==> config.mk <==
export PLATFORM = sky130hd
export DESIGN_NAME = keyed_value_table_top_flat
export DESIGN_NICKNAME = d
export VERILOG_FILES = /design/src/sv/kvt_pkg.sv /design/src/sv/kvt_req_if.sv /design/src/sv/kvt_rsp_if.sv /design/src/sv/kvt_ram.sv /design/src/sv/kvt_ctrl.sv /design/src/sv/kvt_datapath.sv /design/src/sv/keyed_value_table_top.sv /design/src/flat_wrapper.sv
export VERILOG_INCLUDE_DIRS = /design/src /design/src/sv
export SDC_FILE = /design/constraint.sdc
export NUM_CORES = 2
export LEC_CHECK = 0
export BUFFER_PORTS_ARGS = -buffer_cell sky130_fd_sc_hd__buf_2
export CAP_MARGIN = 25
export CORE_MARGIN = 1
export CORE_UTILIZATION = 36
export CTS_CLUSTER_SIZE = 8
export DETAILED_ROUTE_END_ITERATION = 8
export GPL_TIMING_DRIVEN = 0
export PLACE_DENSITY_LB_ADDON = 0.25
export SYNTH_ARGS = -nofsm -noshare
export SYNTH_HDL_FRONTEND = slang
export SYNTH_SLANG_ARGS = --single-unit
==> constraint.sdc <==
create_clock -name clk -period 15.4 [get_ports clk]
set_input_delay 3.08 -clock clk [delete_from_list [all_inputs] [get_ports clk]]
set_output_delay 3.08 -clock clk [all_outputs]
set_load 0.01 [all_outputs]
==> src/sv/keyed_value_table_top_defines.svh <==
// Assertion macros for the keyed value table.
`ifndef KEYED_VALUE_TABLE_TOP_DEFINES_SVH
`define KEYED_VALUE_TABLE_TOP_DEFINES_SVH

`ifndef ASSERT_OFF
`define KVT_ASSERT(lbl, prop) \
    lbl: assert property (@(posedge clk) disable iff (!rst_n) prop) \
        else $error("keyed value table check failed");
`define KVT_ASSERT_NEVER(lbl, cond) \
    lbl: assert property (@(posedge clk) disable iff (!rst_n) !(cond)) \
        else $error("keyed value table forbidden condition");
`else
`define KVT_ASSERT(lbl, prop)
`define KVT_ASSERT_NEVER(lbl, cond)
`endif

`endif

==> src/sv/kvt_pkg.sv <==
// Shared widths, codes and controller/datapath structs for the keyed value table.
`default_nettype none
package kvt_pkg;

    localparam int OP_W     = 3;
    localparam int TAG_W    = 32;
    localparam int WORD_W   = 32;
    localparam int STATUS_W = 2;
    localparam int TALLY_W  = 6;

    localparam logic [OP_W-1:0] OP_INSERT    = 3'd0;
    localparam logic [OP_W-1:0] OP_ERASE     = 3'd1;
    localparam logic [OP_W-1:0] OP_ERASE_ALL = 3'd2;
    localparam logic [OP_W-1:0] OP_GET       = 3'd3;
    localparam logic [OP_W-1:0] OP_HAS       = 3'd4;
    localparam logic [OP_W-1:0] OP_COUNT     = 3'd5;

    localparam logic [STATUS_W-1:0] ST_OK   = 2'd0;
    localparam logic [STATUS_W-1:0] ST_FULL = 2'd1;
    localparam logic [STATUS_W-1:0] ST_DUP  = 2'd2;
    localparam logic [STATUS_W-1:0] ST_MISS = 2'd3;

    typedef struct packed {
        logic capture;
        logic clear_all;
        logic scan;
        logic shift_init;
        logic shift;
        logic insert;
        logic dec;
        logic load_out;
    } kvt_cmd_t;

    typedef struct packed {
        logic is_insert;
        logic is_erase;
        logic is_erase_all;
        logic is_search;
        logic full;
        logic scan_done;
        logic hit_any;
        logic shift_done;
        logic out_free;
    } kvt_sts_t;

endpackage
`default_nettype wire

==> src/sv/kvt_req_if.sv <==
// Request channel: operation, key and value word with valid/ready.
`default_nettype none
interface kvt_req_if import kvt_pkg::*; ();
    logic              valid;
    logic              ready;
    logic [OP_W-1:0]   operation;
    logic [TAG_W-1:0]  key_tag;
    logic [WORD_W-1:0] value_word;

    modport source (output valid, operation, key_tag, value_word, input ready);
    modport sink   (input valid, operation, key_tag, value_word, output ready);
endinterface
`default_nettype wire

==> src/sv/kvt_rsp_if.sv <==
// Response channel: status, lookup result and occupancy with valid/ready.
`default_nettype none
interface kvt_rsp_if import kvt_pkg::*; ();
    logic                valid;
    logic                ready;
    logic [STATUS_W-1:0] status;
    logic                found;
    logic [WORD_W-1:0]   value_out;
    logic [TALLY_W-1:0]  match_count;
    logic [TALLY_W-1:0]  occupancy;

    modport source (output valid, status, found, value_out, match_count, occupancy,
                    input ready);
    modport sink   (input valid, status, found, value_out, match_count, occupancy,
                    output ready);
endinterface
`default_nettype wire

==> src/sv/kvt_ram.sv <==
// Generic single-write, single-read RAM with registered read data.
`default_nettype none
module kvt_ram #(
    parameter int WIDTH = 8,
    parameter int DEPTH = 32,
    localparam int AW   = (DEPTH > 1) ? $clog2(DEPTH) : 1
) (
    input  wire logic             clk,
    input  wire logic             we,
    input  wire logic [AW-1:0]    waddr,
    input  wire logic [WIDTH-1:0] wdata,
    input  wire logic [AW-1:0]    raddr,
    output logic      [WIDTH-1:0] rdata
);

    logic [WIDTH-1:0] mem [DEPTH];

    always_ff @(posedge clk)
    begin
        if (we)
        begin
            mem[waddr] <= wdata;
        end
        rdata <= mem[raddr];
    end

endmodule
`default_nettype wire

==> src/sv/kvt_ctrl.sv <==
// Request sequencer: decode, scan, insert, shift-down and result hand-off.
`default_nettype none
module kvt_ctrl import kvt_pkg::*; (
    input  wire logic     clk,
    input  wire logic     rst_n,
    input  wire logic     req_fire,
    output logic          in_ready,
    input  wire kvt_sts_t sts,
    output kvt_cmd_t      cmd
);

    typedef enum logic [5:0] {
        S_IDLE   = 6'b000001,
        S_DECODE = 6'b000010,
        S_SCAN   = 6'b000100,
        S_INSERT = 6'b001000,
        S_SHIFT  = 6'b010000,
        S_RESULT = 6'b100000
    } state_t;

    state_t state_reg, state_next;

    assign in_ready = (state_reg == S_IDLE);

    always_comb
    begin
        state_next = state_reg;
        cmd        = '0;
        case (state_reg)
            S_IDLE:
            begin
                if (req_fire)
                begin
                    cmd.capture = 1'b1;
                    state_next  = S_DECODE;
                end
            end
            S_DECODE:
            begin
                if (sts.is_insert && sts.full)
                begin
                    state_next = S_RESULT;
                end
                else if (sts.is_erase_all)
                begin
                    cmd.clear_all = 1'b1;
                    state_next    = S_RESULT;
                end
                else if (sts.is_search)
                begin
                    state_next = S_SCAN;
                end
                else
                begin
                    state_next = S_RESULT;
                end
            end
            S_SCAN:
            begin
                cmd.scan = 1'b1;
                if (sts.scan_done)
                begin
                    if (sts.is_insert && !sts.hit_any)
                    begin
                        state_next = S_INSERT;
                    end
                    else if (sts.is_erase && sts.hit_any)
                    begin
                        cmd.shift_init = 1'b1;
                        state_next     = S_SHIFT;
                    end
                    else
                    begin
                        state_next = S_RESULT;
                    end
                end
            end
            S_INSERT:
            begin
                cmd.insert = 1'b1;
                state_next = S_RESULT;
            end
            S_SHIFT:
            begin
                cmd.shift = 1'b1;
                if (sts.shift_done)
                begin
                    cmd.dec    = 1'b1;
                    state_next = S_RESULT;
                end
            end
            S_RESULT:
            begin
                if (sts.out_free)
                begin
                    cmd.load_out = 1'b1;
                    state_next   = S_IDLE;
                end
            end
            default:
            begin
                state_next = S_IDLE;
            end
        endcase
    end

    always_ff @(posedge clk or negedge rst_n)
    begin
        if (!rst_n)
        begin
            state_reg <= S_IDLE;
        end
        else
        begin
            state_reg <= state_next;
        end
    end

endmodule
`default_nettype wire

==> src/sv/kvt_datapath.sv <==
// Entry store, scan pointer, key/value compare, tally and result register.
`default_nettype none
module kvt_datapath import kvt_pkg::*; #(
    parameter int CAPACITY    = 32,
    parameter int KEY_WIDTH   = 32,
    parameter int VALUE_WIDTH = 32
) (
    input  wire logic                clk,
    input  wire logic                rst_n,
    input  wire kvt_cmd_t            cmd,
    output kvt_sts_t                 sts,
    input  wire logic [OP_W-1:0]     operation,
    input  wire logic [TAG_W-1:0]    key_tag,
    input  wire logic [WORD_W-1:0]   value_word,
    output logic                     out_valid,
    input  wire logic                out_ready,
    output logic      [STATUS_W-1:0] status,
    output logic                     found,
    output logic      [WORD_W-1:0]   value_out,
    output logic      [TALLY_W-1:0]  match_count,
    output logic      [TALLY_W-1:0]  occupancy
);

    localparam int AW = (CAPACITY > 1) ? $clog2(CAPACITY) : 1;
    localparam int CW = $clog2(CAPACITY + 1);
    localparam int EW = KEY_WIDTH + VALUE_WIDTH;

    // request and scan control
    logic [OP_W-1:0]        op_reg;
    logic [KEY_WIDTH-1:0]   key_reg;
    logic [VALUE_WIDTH-1:0] val_reg;
    logic [CW-1:0]          count_reg, count_next;
    logic [CW-1:0]          ptr_reg, ptr_next;
    logic                   rd_vld_reg, rd_vld_next;
    logic [AW-1:0]          rd_idx_reg, rd_idx_next;
    logic                   hit_reg, hit_next;
    logic [VALUE_WIDTH-1:0] hit_val_reg;
    logic                   full_reg, full_next;
    logic [TALLY_W-1:0]     tally_reg, tally_next;
    logic                   out_vld_reg, out_vld_next;

    logic [STATUS_W-1:0]    status_reg;
    logic                   found_reg;
    logic [WORD_W-1:0]      value_out_reg;
    logic [TALLY_W-1:0]     match_reg;
    logic [TALLY_W-1:0]     occ_reg;

    // memory ports
    logic                   we;
    logic [AW-1:0]          waddr;
    logic [EW-1:0]          wdata;
    logic [EW-1:0]          rdata;
    logic [KEY_WIDTH-1:0]   rd_key;
    logic [VALUE_WIDTH-1:0] rd_val;

    logic is_insert, is_erase, is_get, is_has, is_count;
    logic ptr_at_end, rd_issue, key_hit, val_hit;
    logic [STATUS_W-1:0] status_calc;

    kvt_ram #(
        .WIDTH (EW),
        .DEPTH (CAPACITY)
    ) u_store (
        .clk   (clk),
        .we    (we),
        .waddr (waddr),
        .wdata (wdata),
        .raddr (ptr_reg[AW-1:0]),
        .rdata (rdata)
    );

    assign rd_key = rdata[EW-1:VALUE_WIDTH];
    assign rd_val = rdata[VALUE_WIDTH-1:0];

    assign is_insert = (op_reg == OP_INSERT);
    assign is_erase  = (op_reg == OP_ERASE);
    assign is_get    = (op_reg == OP_GET);
    assign is_has    = (op_reg == OP_HAS);
    assign is_count  = (op_reg == OP_COUNT);

    assign ptr_at_end = (ptr_reg == count_reg);
    assign rd_issue   = (cmd.scan || cmd.shift) && !ptr_at_end;
    assign key_hit    = rd_vld_reg && !is_count && (rd_key == key_reg);
    assign val_hit    = rd_vld_reg && is_count && (rd_val == val_reg);

    assign sts.is_insert    = is_insert;
    assign sts.is_erase     = is_erase;
    assign sts.is_erase_all = (op_reg == OP_ERASE_ALL);
    assign sts.is_search    = is_insert || is_erase || is_get || is_has || is_count;
    assign sts.full         = full_reg;
    assign sts.scan_done    = key_hit || (ptr_at_end && !rd_vld_reg);
    assign sts.hit_any      = hit_reg || key_hit;
    assign sts.shift_done   = ptr_at_end && !rd_vld_reg;
    assign sts.out_free     = !out_vld_reg || out_ready;

    // store writes: append on insert, move down one slot while shifting
    always_comb
    begin
        we    = 1'b0;
        waddr = count_reg[AW-1:0];
        wdata = {key_reg, val_reg};
        if (cmd.insert)
        begin
            we = 1'b1;
        end
        else if (cmd.shift && rd_vld_reg)
        begin
            we    = 1'b1;
            waddr = rd_idx_reg - AW'(1);
            wdata = rdata;
        end
    end

    always_comb
    begin
        count_next  = count_reg;
        ptr_next    = ptr_reg;
        rd_vld_next = rd_issue;
        rd_idx_next = rd_idx_reg;
        hit_next    = hit_reg;
        full_next   = full_reg;
        tally_next  = tally_reg;

        if (rd_issue)
        begin
            ptr_next    = ptr_reg + CW'(1);
            rd_idx_next = ptr_reg[AW-1:0];
        end
        if (cmd.capture)
        begin
            ptr_next   = '0;
            hit_next   = 1'b0;
            tally_next = '0;
            full_next  = (count_reg == CW'(CAPACITY));
        end
        if (cmd.scan && key_hit)
        begin
            hit_next = 1'b1;
        end
        if (cmd.scan && val_hit)
        begin
            tally_next = tally_reg + TALLY_W'(1);
        end
        // erase resumes reading just past the matching slot
        if (cmd.shift_init)
        begin
            ptr_next = CW'(rd_idx_reg) + CW'(1);
        end
        if (cmd.insert)
        begin
            count_next = count_reg + CW'(1);
        end
        else if (cmd.dec)
        begin
            count_next = count_reg - CW'(1);
        end
        else if (cmd.clear_all)
        begin
            count_next = '0;
        end
    end

    always_comb
    begin
        status_calc = ST_OK;
        if (is_insert)
        begin
            if (full_reg)
            begin
                status_calc = ST_FULL;
            end
            else if (hit_reg)
            begin
                status_calc = ST_DUP;
            end
        end
        else if ((is_erase || is_get) && !hit_reg)
        begin
            status_calc = ST_MISS;
        end
    end

    always_comb
    begin
        out_vld_next = out_vld_reg;
        if (cmd.load_out)
        begin
            out_vld_next = 1'b1;
        end
        else if (out_ready)
        begin
            out_vld_next = 1'b0;
        end
    end

    always_ff @(posedge clk or negedge rst_n)
    begin
        if (!rst_n)
        begin
            count_reg   <= '0;
            ptr_reg     <= '0;
            rd_vld_reg  <= 1'b0;
            hit_reg     <= 1'b0;
            full_reg    <= 1'b0;
            tally_reg   <= '0;
            out_vld_reg <= 1'b0;
        end
        else
        begin
            count_reg   <= count_next;
            ptr_reg     <= ptr_next;
            rd_vld_reg  <= rd_vld_next;
            hit_reg     <= hit_next;
            full_reg    <= full_next;
            tally_reg   <= tally_next;
            out_vld_reg <= out_vld_next;
        end
    end

    always_ff @(posedge clk)
    begin
        rd_idx_reg <= rd_idx_next;
        if (cmd.capture)
        begin
            op_reg  <= operation;
            key_reg <= KEY_WIDTH'(key_tag);
            val_reg <= VALUE_WIDTH'(value_word);
        end
        if (cmd.scan && key_hit)
        begin
            hit_val_reg <= rd_val;
        end
        if (cmd.load_out)
        begin
            status_reg    <= status_calc;
            found_reg     <= (is_erase || is_get || is_has) && hit_reg;
            value_out_reg <= (is_get && hit_reg) ? WORD_W'(hit_val_reg) : '0;
            match_reg     <= is_count ? tally_reg : '0;
            occ_reg       <= TALLY_W'(count_reg);
        end
    end

    assign out_valid   = out_vld_reg;
    assign status      = status_reg;
    assign found       = found_reg;
    assign value_out   = value_out_reg;
    assign match_count = match_reg;
    assign occupancy   = occ_reg;

endmodule
`default_nettype wire

==> src/sv/keyed_value_table_top.sv <==
// Keyed value table: packed key/value store with scan-based lookup and shift-down erase.
// A lookup or count scans the stored entries in order; a key hit stops the scan early.
// Insert adds a write after the scan, erase a shift-down pass on a hit; erase-all skips the scan.
// Throughput: one request in flight; the next word is taken once the previous result is
// registered. Scanning the RAM's one read port at one entry per cycle sets the rate.
// Reset clears the entry count and handshake state; stored entries are not cleared.
`default_nettype none
`include "keyed_value_table_top_defines.svh"
module keyed_value_table_top import kvt_pkg::*; #(
    parameter int CAPACITY    = 32,
    parameter int KEY_WIDTH   = 32,
    parameter int VALUE_WIDTH = 32
) (
    input  wire logic  clk,
    input  wire logic  rst_n,
    kvt_req_if.sink    req,
    kvt_rsp_if.source  rsp
);

    kvt_cmd_t cmd;
    kvt_sts_t sts;
    logic     in_ready;
    logic     req_fire;

    assign req.ready = in_ready;
    assign req_fire  = req.valid && in_ready;

    kvt_ctrl u_ctrl (
        .clk      (clk),
        .rst_n    (rst_n),
        .req_fire (req_fire),
        .in_ready (in_ready),
        .sts      (sts),
        .cmd      (cmd)
    );

    kvt_datapath #(
        .CAPACITY    (CAPACITY),
        .KEY_WIDTH   (KEY_WIDTH),
        .VALUE_WIDTH (VALUE_WIDTH)
    ) u_dp (
        .clk         (clk),
        .rst_n       (rst_n),
        .cmd         (cmd),
        .sts         (sts),
        .operation   (req.operation),
        .key_tag     (req.key_tag),
        .value_word  (req.value_word),
        .out_valid   (rsp.valid),
        .out_ready   (rsp.ready),
        .status      (rsp.status),
        .found       (rsp.found),
        .value_out   (rsp.value_out),
        .match_count (rsp.match_count),
        .occupancy   (rsp.occupancy)
    );

    `KVT_ASSERT(a_cmd_excl, $onehot0({cmd.capture, cmd.scan, cmd.shift, cmd.insert, cmd.load_out}))
    `KVT_ASSERT_NEVER(a_no_insert_full, cmd.insert && sts.full)
    `KVT_ASSERT(a_no_instant_result, req_fire |=> !cmd.load_out)

endmodule
`default_nettype wire

==> src/flat_wrapper.sv <==
// flat-port wrapper written by rule: the top's interface ports become plain ports
module keyed_value_table_top_flat import kvt_pkg::*;
#(
    parameter int CAPACITY    = 32,
    parameter int KEY_WIDTH   = 32,
    parameter int VALUE_WIDTH = 32
)
  (clk, rst_n, req_valid, req_operation, req_key_tag, req_value_word, req_ready, rsp_valid, rsp_status, rsp_found, rsp_value_out, rsp_match_count, rsp_occupancy, rsp_ready);
  kvt_req_if req_i ();
  kvt_rsp_if rsp_i ();
  input  wire logic clk;
  input  wire logic rst_n;
  input wire logic [$bits(req_i.valid)-1:0] req_valid;
  input wire logic [$bits(req_i.operation)-1:0] req_operation;
  input wire logic [$bits(req_i.key_tag)-1:0] req_key_tag;
  input wire logic [$bits(req_i.value_word)-1:0] req_value_word;
  output wire logic [$bits(req_i.ready)-1:0] req_ready;
  output wire logic [$bits(rsp_i.valid)-1:0] rsp_valid;
  output wire logic [$bits(rsp_i.status)-1:0] rsp_status;
  output wire logic [$bits(rsp_i.found)-1:0] rsp_found;
  output wire logic [$bits(rsp_i.value_out)-1:0] rsp_value_out;
  output wire logic [$bits(rsp_i.match_count)-1:0] rsp_match_count;
  output wire logic [$bits(rsp_i.occupancy)-1:0] rsp_occupancy;
  input wire logic [$bits(rsp_i.ready)-1:0] rsp_ready;
  assign req_i.valid = req_valid;
  assign req_i.operation = req_operation;
  assign req_i.key_tag = req_key_tag;
  assign req_i.value_word = req_value_word;
  assign req_ready = req_i.ready;
  assign rsp_valid = rsp_i.valid;
  assign rsp_status = rsp_i.status;
  assign rsp_found = rsp_i.found;
  assign rsp_value_out = rsp_i.value_out;
  assign rsp_match_count = rsp_i.match_count;
  assign rsp_occupancy = rsp_i.occupancy;
  assign rsp_i.ready = rsp_ready;
  keyed_value_table_top #(.CAPACITY(CAPACITY), .KEY_WIDTH(KEY_WIDTH), .VALUE_WIDTH(VALUE_WIDTH)) u_core (.clk(clk), .rst_n(rst_n), .req(req_i), .rsp(rsp_i));
endmodule
* Word level (Yosys, flattened, before mapping)
Memories as Yosys holds them, arrays and structs flattened. A register that Yosys moved wholly into a read port is not among the register bits. Index checks and enable logic that the tools add are counted.
Storage, ports and cells: register bits after elaboration 179, bits in latches 0, RAM bits 2048, memory bits (read-only) 0, word-level logic and storage cells 132, memories kept 1
Memory list:
- u_core.u_dp.u_store.mem | depth 32, bits a word 64, rd ports 1, clocked after Yosys merged registers in 1, write ports 1, line kvt_ram.sv:16 | logic [WIDTH-1:0] mem [DEPTH];
Operators by class: add/sub/neg operators 6, multiply operators 0, div/mod/pow operators 0, $lt $le $gt $ge 0, equal/unequal tests 19, shift operators 0, mux-type cells 49, bitwise gates (word level) 0, reductions and logical operators 39
Operators by type and width (count):
- $mux 64 | 2
- $mux 6 | 17
- $eq 32x32->1 | 2
- $pmux 6 s6 | 1
- $mux 1 | 22
- $add 6x1->6 const B | 3
- $logic_and 1x1->1 | 16
- $eq 6x6->1 const B | 2
- $logic_or 1x1->1 | 10
- $mux 2 | 5
- $mux 5 | 2
- $add 5x1->6 const B | 1
- $eq 3x2->1 const B | 2
- $eq 3x3->1 const B | 2
- $eq 6x1->1 const B | 1
- $eq 6x2->1 const B | 1
- $eq 6x3->1 const B | 1
- $eq 6x4->1 const B | 1
- $eq 6x5->1 const B | 1
- $eq 6x6->1 | 1
- $logic_not 1->1 | 6
- $ne 2x1->1 const B | 3
- $reduce_bool 2->1 | 3
- $reduce_bool 3->1 | 2
- other kinds (6) | 6

* Logic depth before layout (Yosys ltp)
depth in word-level cells 15, gate-level depth with buffers 11, depth with buffers taken out 9

* Cells and area by module
A second synthesis with hierarchy kept.
Unflattened totals: cells, all modules 3696, area, all modules 87318.7 um2
Modules (own cells, without submodules):
- kvt_ram | instances 1, cells an instance 3097, area an instance 78964.5 um2
- kvt_datapath | instances 1, cells an instance 549, area an instance 7881.3 um2
- kvt_ctrl | instances 1, cells an instance 49, area an instance 466.7 um2
- keyed_value_table_top | instances 1, cells an instance 1, area an instance 6.3 um2

* Worst setup path before layout
No wires, ideal clock.
path type in2reg, start point input port rsp_ready, end point register u_core.u_dp.found_reg (netlist: u_core.u_dp.found) (enable), library setup time 0.457 ns, arrival 5.346 ns, data required time 14.943 ns, slack 9.598 ns, stages 2, buffers on the path 0, cells stage by stage nand2b_1 > nor2b_1
RTL lines:
- start: declaration | line flat_wrapper.sv:24 | input wire logic [$bits(rsp_i.ready)-1:0] rsp_ready;
- end signal: assignment | line kvt_datapath.sv:236 | found_reg <= (is_erase || is_get || is_has) && hit_reg;
- end: declaration | line kvt_datapath.sv:43 | logic found_reg;

* Worst setup path in the final report
start point register u_core.u_ctrl.state_reg[3], end point output port req_ready
Between the ends: word-level cells in the longest chain between the ends 1
RTL lines:
- start: declaration | line kvt_ctrl.sv:21 | state_t state_reg, state_next;
- start signal: assignment | line kvt_ctrl.sv:115 | state_reg <= state_next;
- $eq 6x1->1 | line kvt_ctrl.sv:23 | assign in_ready = (state_reg == S_IDLE);
- end: declaration | line flat_wrapper.sv:17 | output wire logic [$bits(req_i.ready)-1:0] req_ready;
No other way between the ends.

==> out/metrics.cfg <==
[timing]
setup-violations-final=0
worst_pin_slew_ns=1.19
slew_viol_final=0
fmaxAchievable_mhz=179
finalHoldViolCount=0
fin_worst_skew_ns=0.0663
rsz0062_at_grt=no
relSlewSlack_pct=20.7
period_needed_ns=5.60
fin_crit_sh_pct=36.3
fin_tns_setup_ns=0

[placement]
placed_area_um2=95500
place_hpwl_mm=164
io_buffers=119
finalWeightedCongestion=0.757

[floorplan]
std_cell_rows=180
die_h_um=494
die_area_um2=244000
initial_core_util_pct=36.2
num_io_pins=120
coreArea_um2=240000
die_x_um=494

[cts]
path_clk_slew_ns=0.05
numCtsBuffers=338
postCtsResizedCells=0
post_cts_buffers=0
htreeDepth=5
cts.path.max_buffers=4
tritoncts=yes
clk_latency_ns=0.94
clkSinkCount=2291
cts_hold_buffers=0
root_buffer=clkbuf_16

[pwr]
p_per_area_nw_per_um2=137
switching_share_pct=21.3
switchingPower_uw=3080
ir_worst_vdd_uv=123
combPwrFrac_pct=3.7
power_frac_clock_pct=46.4
p_seq_share_pct=50.0
p_int_uw=11400
cellLeakagePower_uw=0.0324

[global_routing]
grt-ovfl-total=0
antenna_found_initial=12
grt_pass1_vias=42600
grt_pass1_wl_mm=342
track_usage_pct=20.4
grt_start_max_net_pins=42

[logic_synthesis]
synthArstFlopShare_pct=1.22
ys.warnings.count=0
synth_edf_count=2199
dominantRegCellSynth=edfxtp_1
synth_cell_type_count=57
syn_nets=3680
synth_area_um2=87000
syn_area_per_cell_um2=24.1
ys_seq_area_share_pct=78.2
yosys_register_bits=2291
synth_cells=3602

[setup_path]
cp-end-kind=output port
cp_cell_sequence=nor3_1, nor4bb_1, buf_2
critPathBufInv=1
timing.rr.start=u_core.u_dp.ptr_reg[1]
cp_slowest_cell=nor4bb_1
path_max_fanout=6
critPathTopFamily=simple AND/OR/NAND/NOR gates
path_depth=3
crit_path_max_incr_delay_ns=0.52
critPathArrivalTime_ns=2.52
crit_required_ns=12.32
startpoint_type=flop
reg2reg_depth=6
worstSetupPathType=reg2out
cp-startpoint=u_core.u_ctrl.state_reg[3]

[layout]
synthToLayoutAreaGrowth_pct=21.0
largest_register_ffs=2048
top_regs=u_core.u_dp.u_store.mem x2048, u_core.u_dp.u_store.rdata x64
final_cell_area_um2=105000
layout_common_cells=2199 x edfxtp_1, 641 x mux4_2, 345 x clkbuf_16
nets=4341
drive_gt1_share_pct=34.5
layout_commonest_cell=edfxtp_1
top_register=u_core.u_dp.u_store.mem

[drt]
firstDrtPassIters=7
ant_nets=0
vias=42100
first_iter_violations=5339
avgRoutedWirePerCell_um=32.5
routed_wl_mm=249
drc=4
via_per_inst=5.49

[run]
max_cap_violations=0

[hold_path]
hold_path.class=reg2reg
worstHoldStart=u_core.u_dp.count_reg[2]
holdPathStages=0

[outcome]
status=complete, but fails checks
violations=design-rule violations

[cell type report]
cell class	instances	area, um2
fillers	20200	135000
flip-flops and latches	2291	68000
multi-input cells	1123	18400
clock buffers	545	9410
repair buffers	321	4440
well taps	3185	3990
plain buffers	172	767
clock inverters	12	129
inverters	16	65.1
diodes	5	12.5
[kinds of logic (layout without fill, tap and decap cells)]
group           Yosys count  count (layout)  share of synthesized area, %
fa+ha+maj                 7               7                         0.101
mux                     768             768                          18.2
flops                  2291            2291                          78.2
other cells               0               5                             0
buf+inv                 188            1066                         0.942
simple gates            208             208                          1.25
xor+xnor                 81              81                         0.816
compound gates           59              59                         0.442
[power groups by stage]
stage / clock, uW / combinational [uW] / sequential, uW
floorplan: 0 / 274 / 7310
global placement: 0 / 476 / 7360
detailed placement: 0 / 528 / 7350
CTS: 6830 / 529 / 7230
global route: 7060 / 574 / 7230
finish: 6710 / 528 / 7230
[routing by layer]
metal / GRT usage (%) / routed length [um] / share of wire [%]
met2: 31.9 / 117000 / 47
met5: 0 / 57 / 0.023
met3: 5.35 / 21700 / 8.7
met1: 28.1 / 104000 / 42
met4: 6.20 / 6750 / 2.7
[metrics by stage]
step                      utilization (%)  setup slack [ns]  instances  total power (uW)  hold WS [ns]
after floorplan                         -              9.60       3602              7580         0.423
after global placement               38.1              4.38       6906              7840         0.429
after detailed placement             39.7             10.59       7095              7880         0.431
after CTS                            43.7              9.79       7652             14600         0.442
after global routing                 43.8              9.71       7666             14900         0.459
final                                43.8              9.80       7670             14500         0.438
[final timing paths]
kind                                            endpoint  slack (ns)
max                                            req_ready        9.80
max reg2reg                u_core.u_dp.u_store.rdata[18]       10.86
min in group asynchronous         u_core.u_dp.rd_vld_reg        2.22
min reg2reg                     u_core.u_dp.occupancy[2]        0.44
min                             u_core.u_dp.occupancy[2]        0.44
max in group asynchronous           u_core.u_dp.full_reg       12.70
[synthesized netlist by cell type (3+ instances only)]
master,count,area [um2]
nor3_1,10,50.1
o22ai_1,3,18.8
mux4_2,641,14400
nor2_1,59,221
mux2_2,126,1420
nand2b_1,6,37.5
nor4_1,5,31.3
clkbuf_1,96,360
dfxtp_1,64,1280
a22oi_1,3,22.5
ha_1,7,87.6
buf_4,13,97.6
nor2b_1,6,37.5
a21o_1,4,30.0
o31ai_1,4,30.0
a21oi_1,16,80.1
nand2_1,33,124
o211ai_1,4,30.0
o21ai_0,9,45.0
buf_2,34,170
nand3_1,13,65.1
buf_6,3,33.8
xor2_1,23,201
nand4_1,19,119
and2_1,38,238
dfrtp_1,27,676
inv_1,16,60.1
buf_1,26,97.6
and3_1,3,18.8
edfxtp_1,2199,66000
xnor2_1,58,508
No activity file was read; power rests on OpenSTA's default activity.
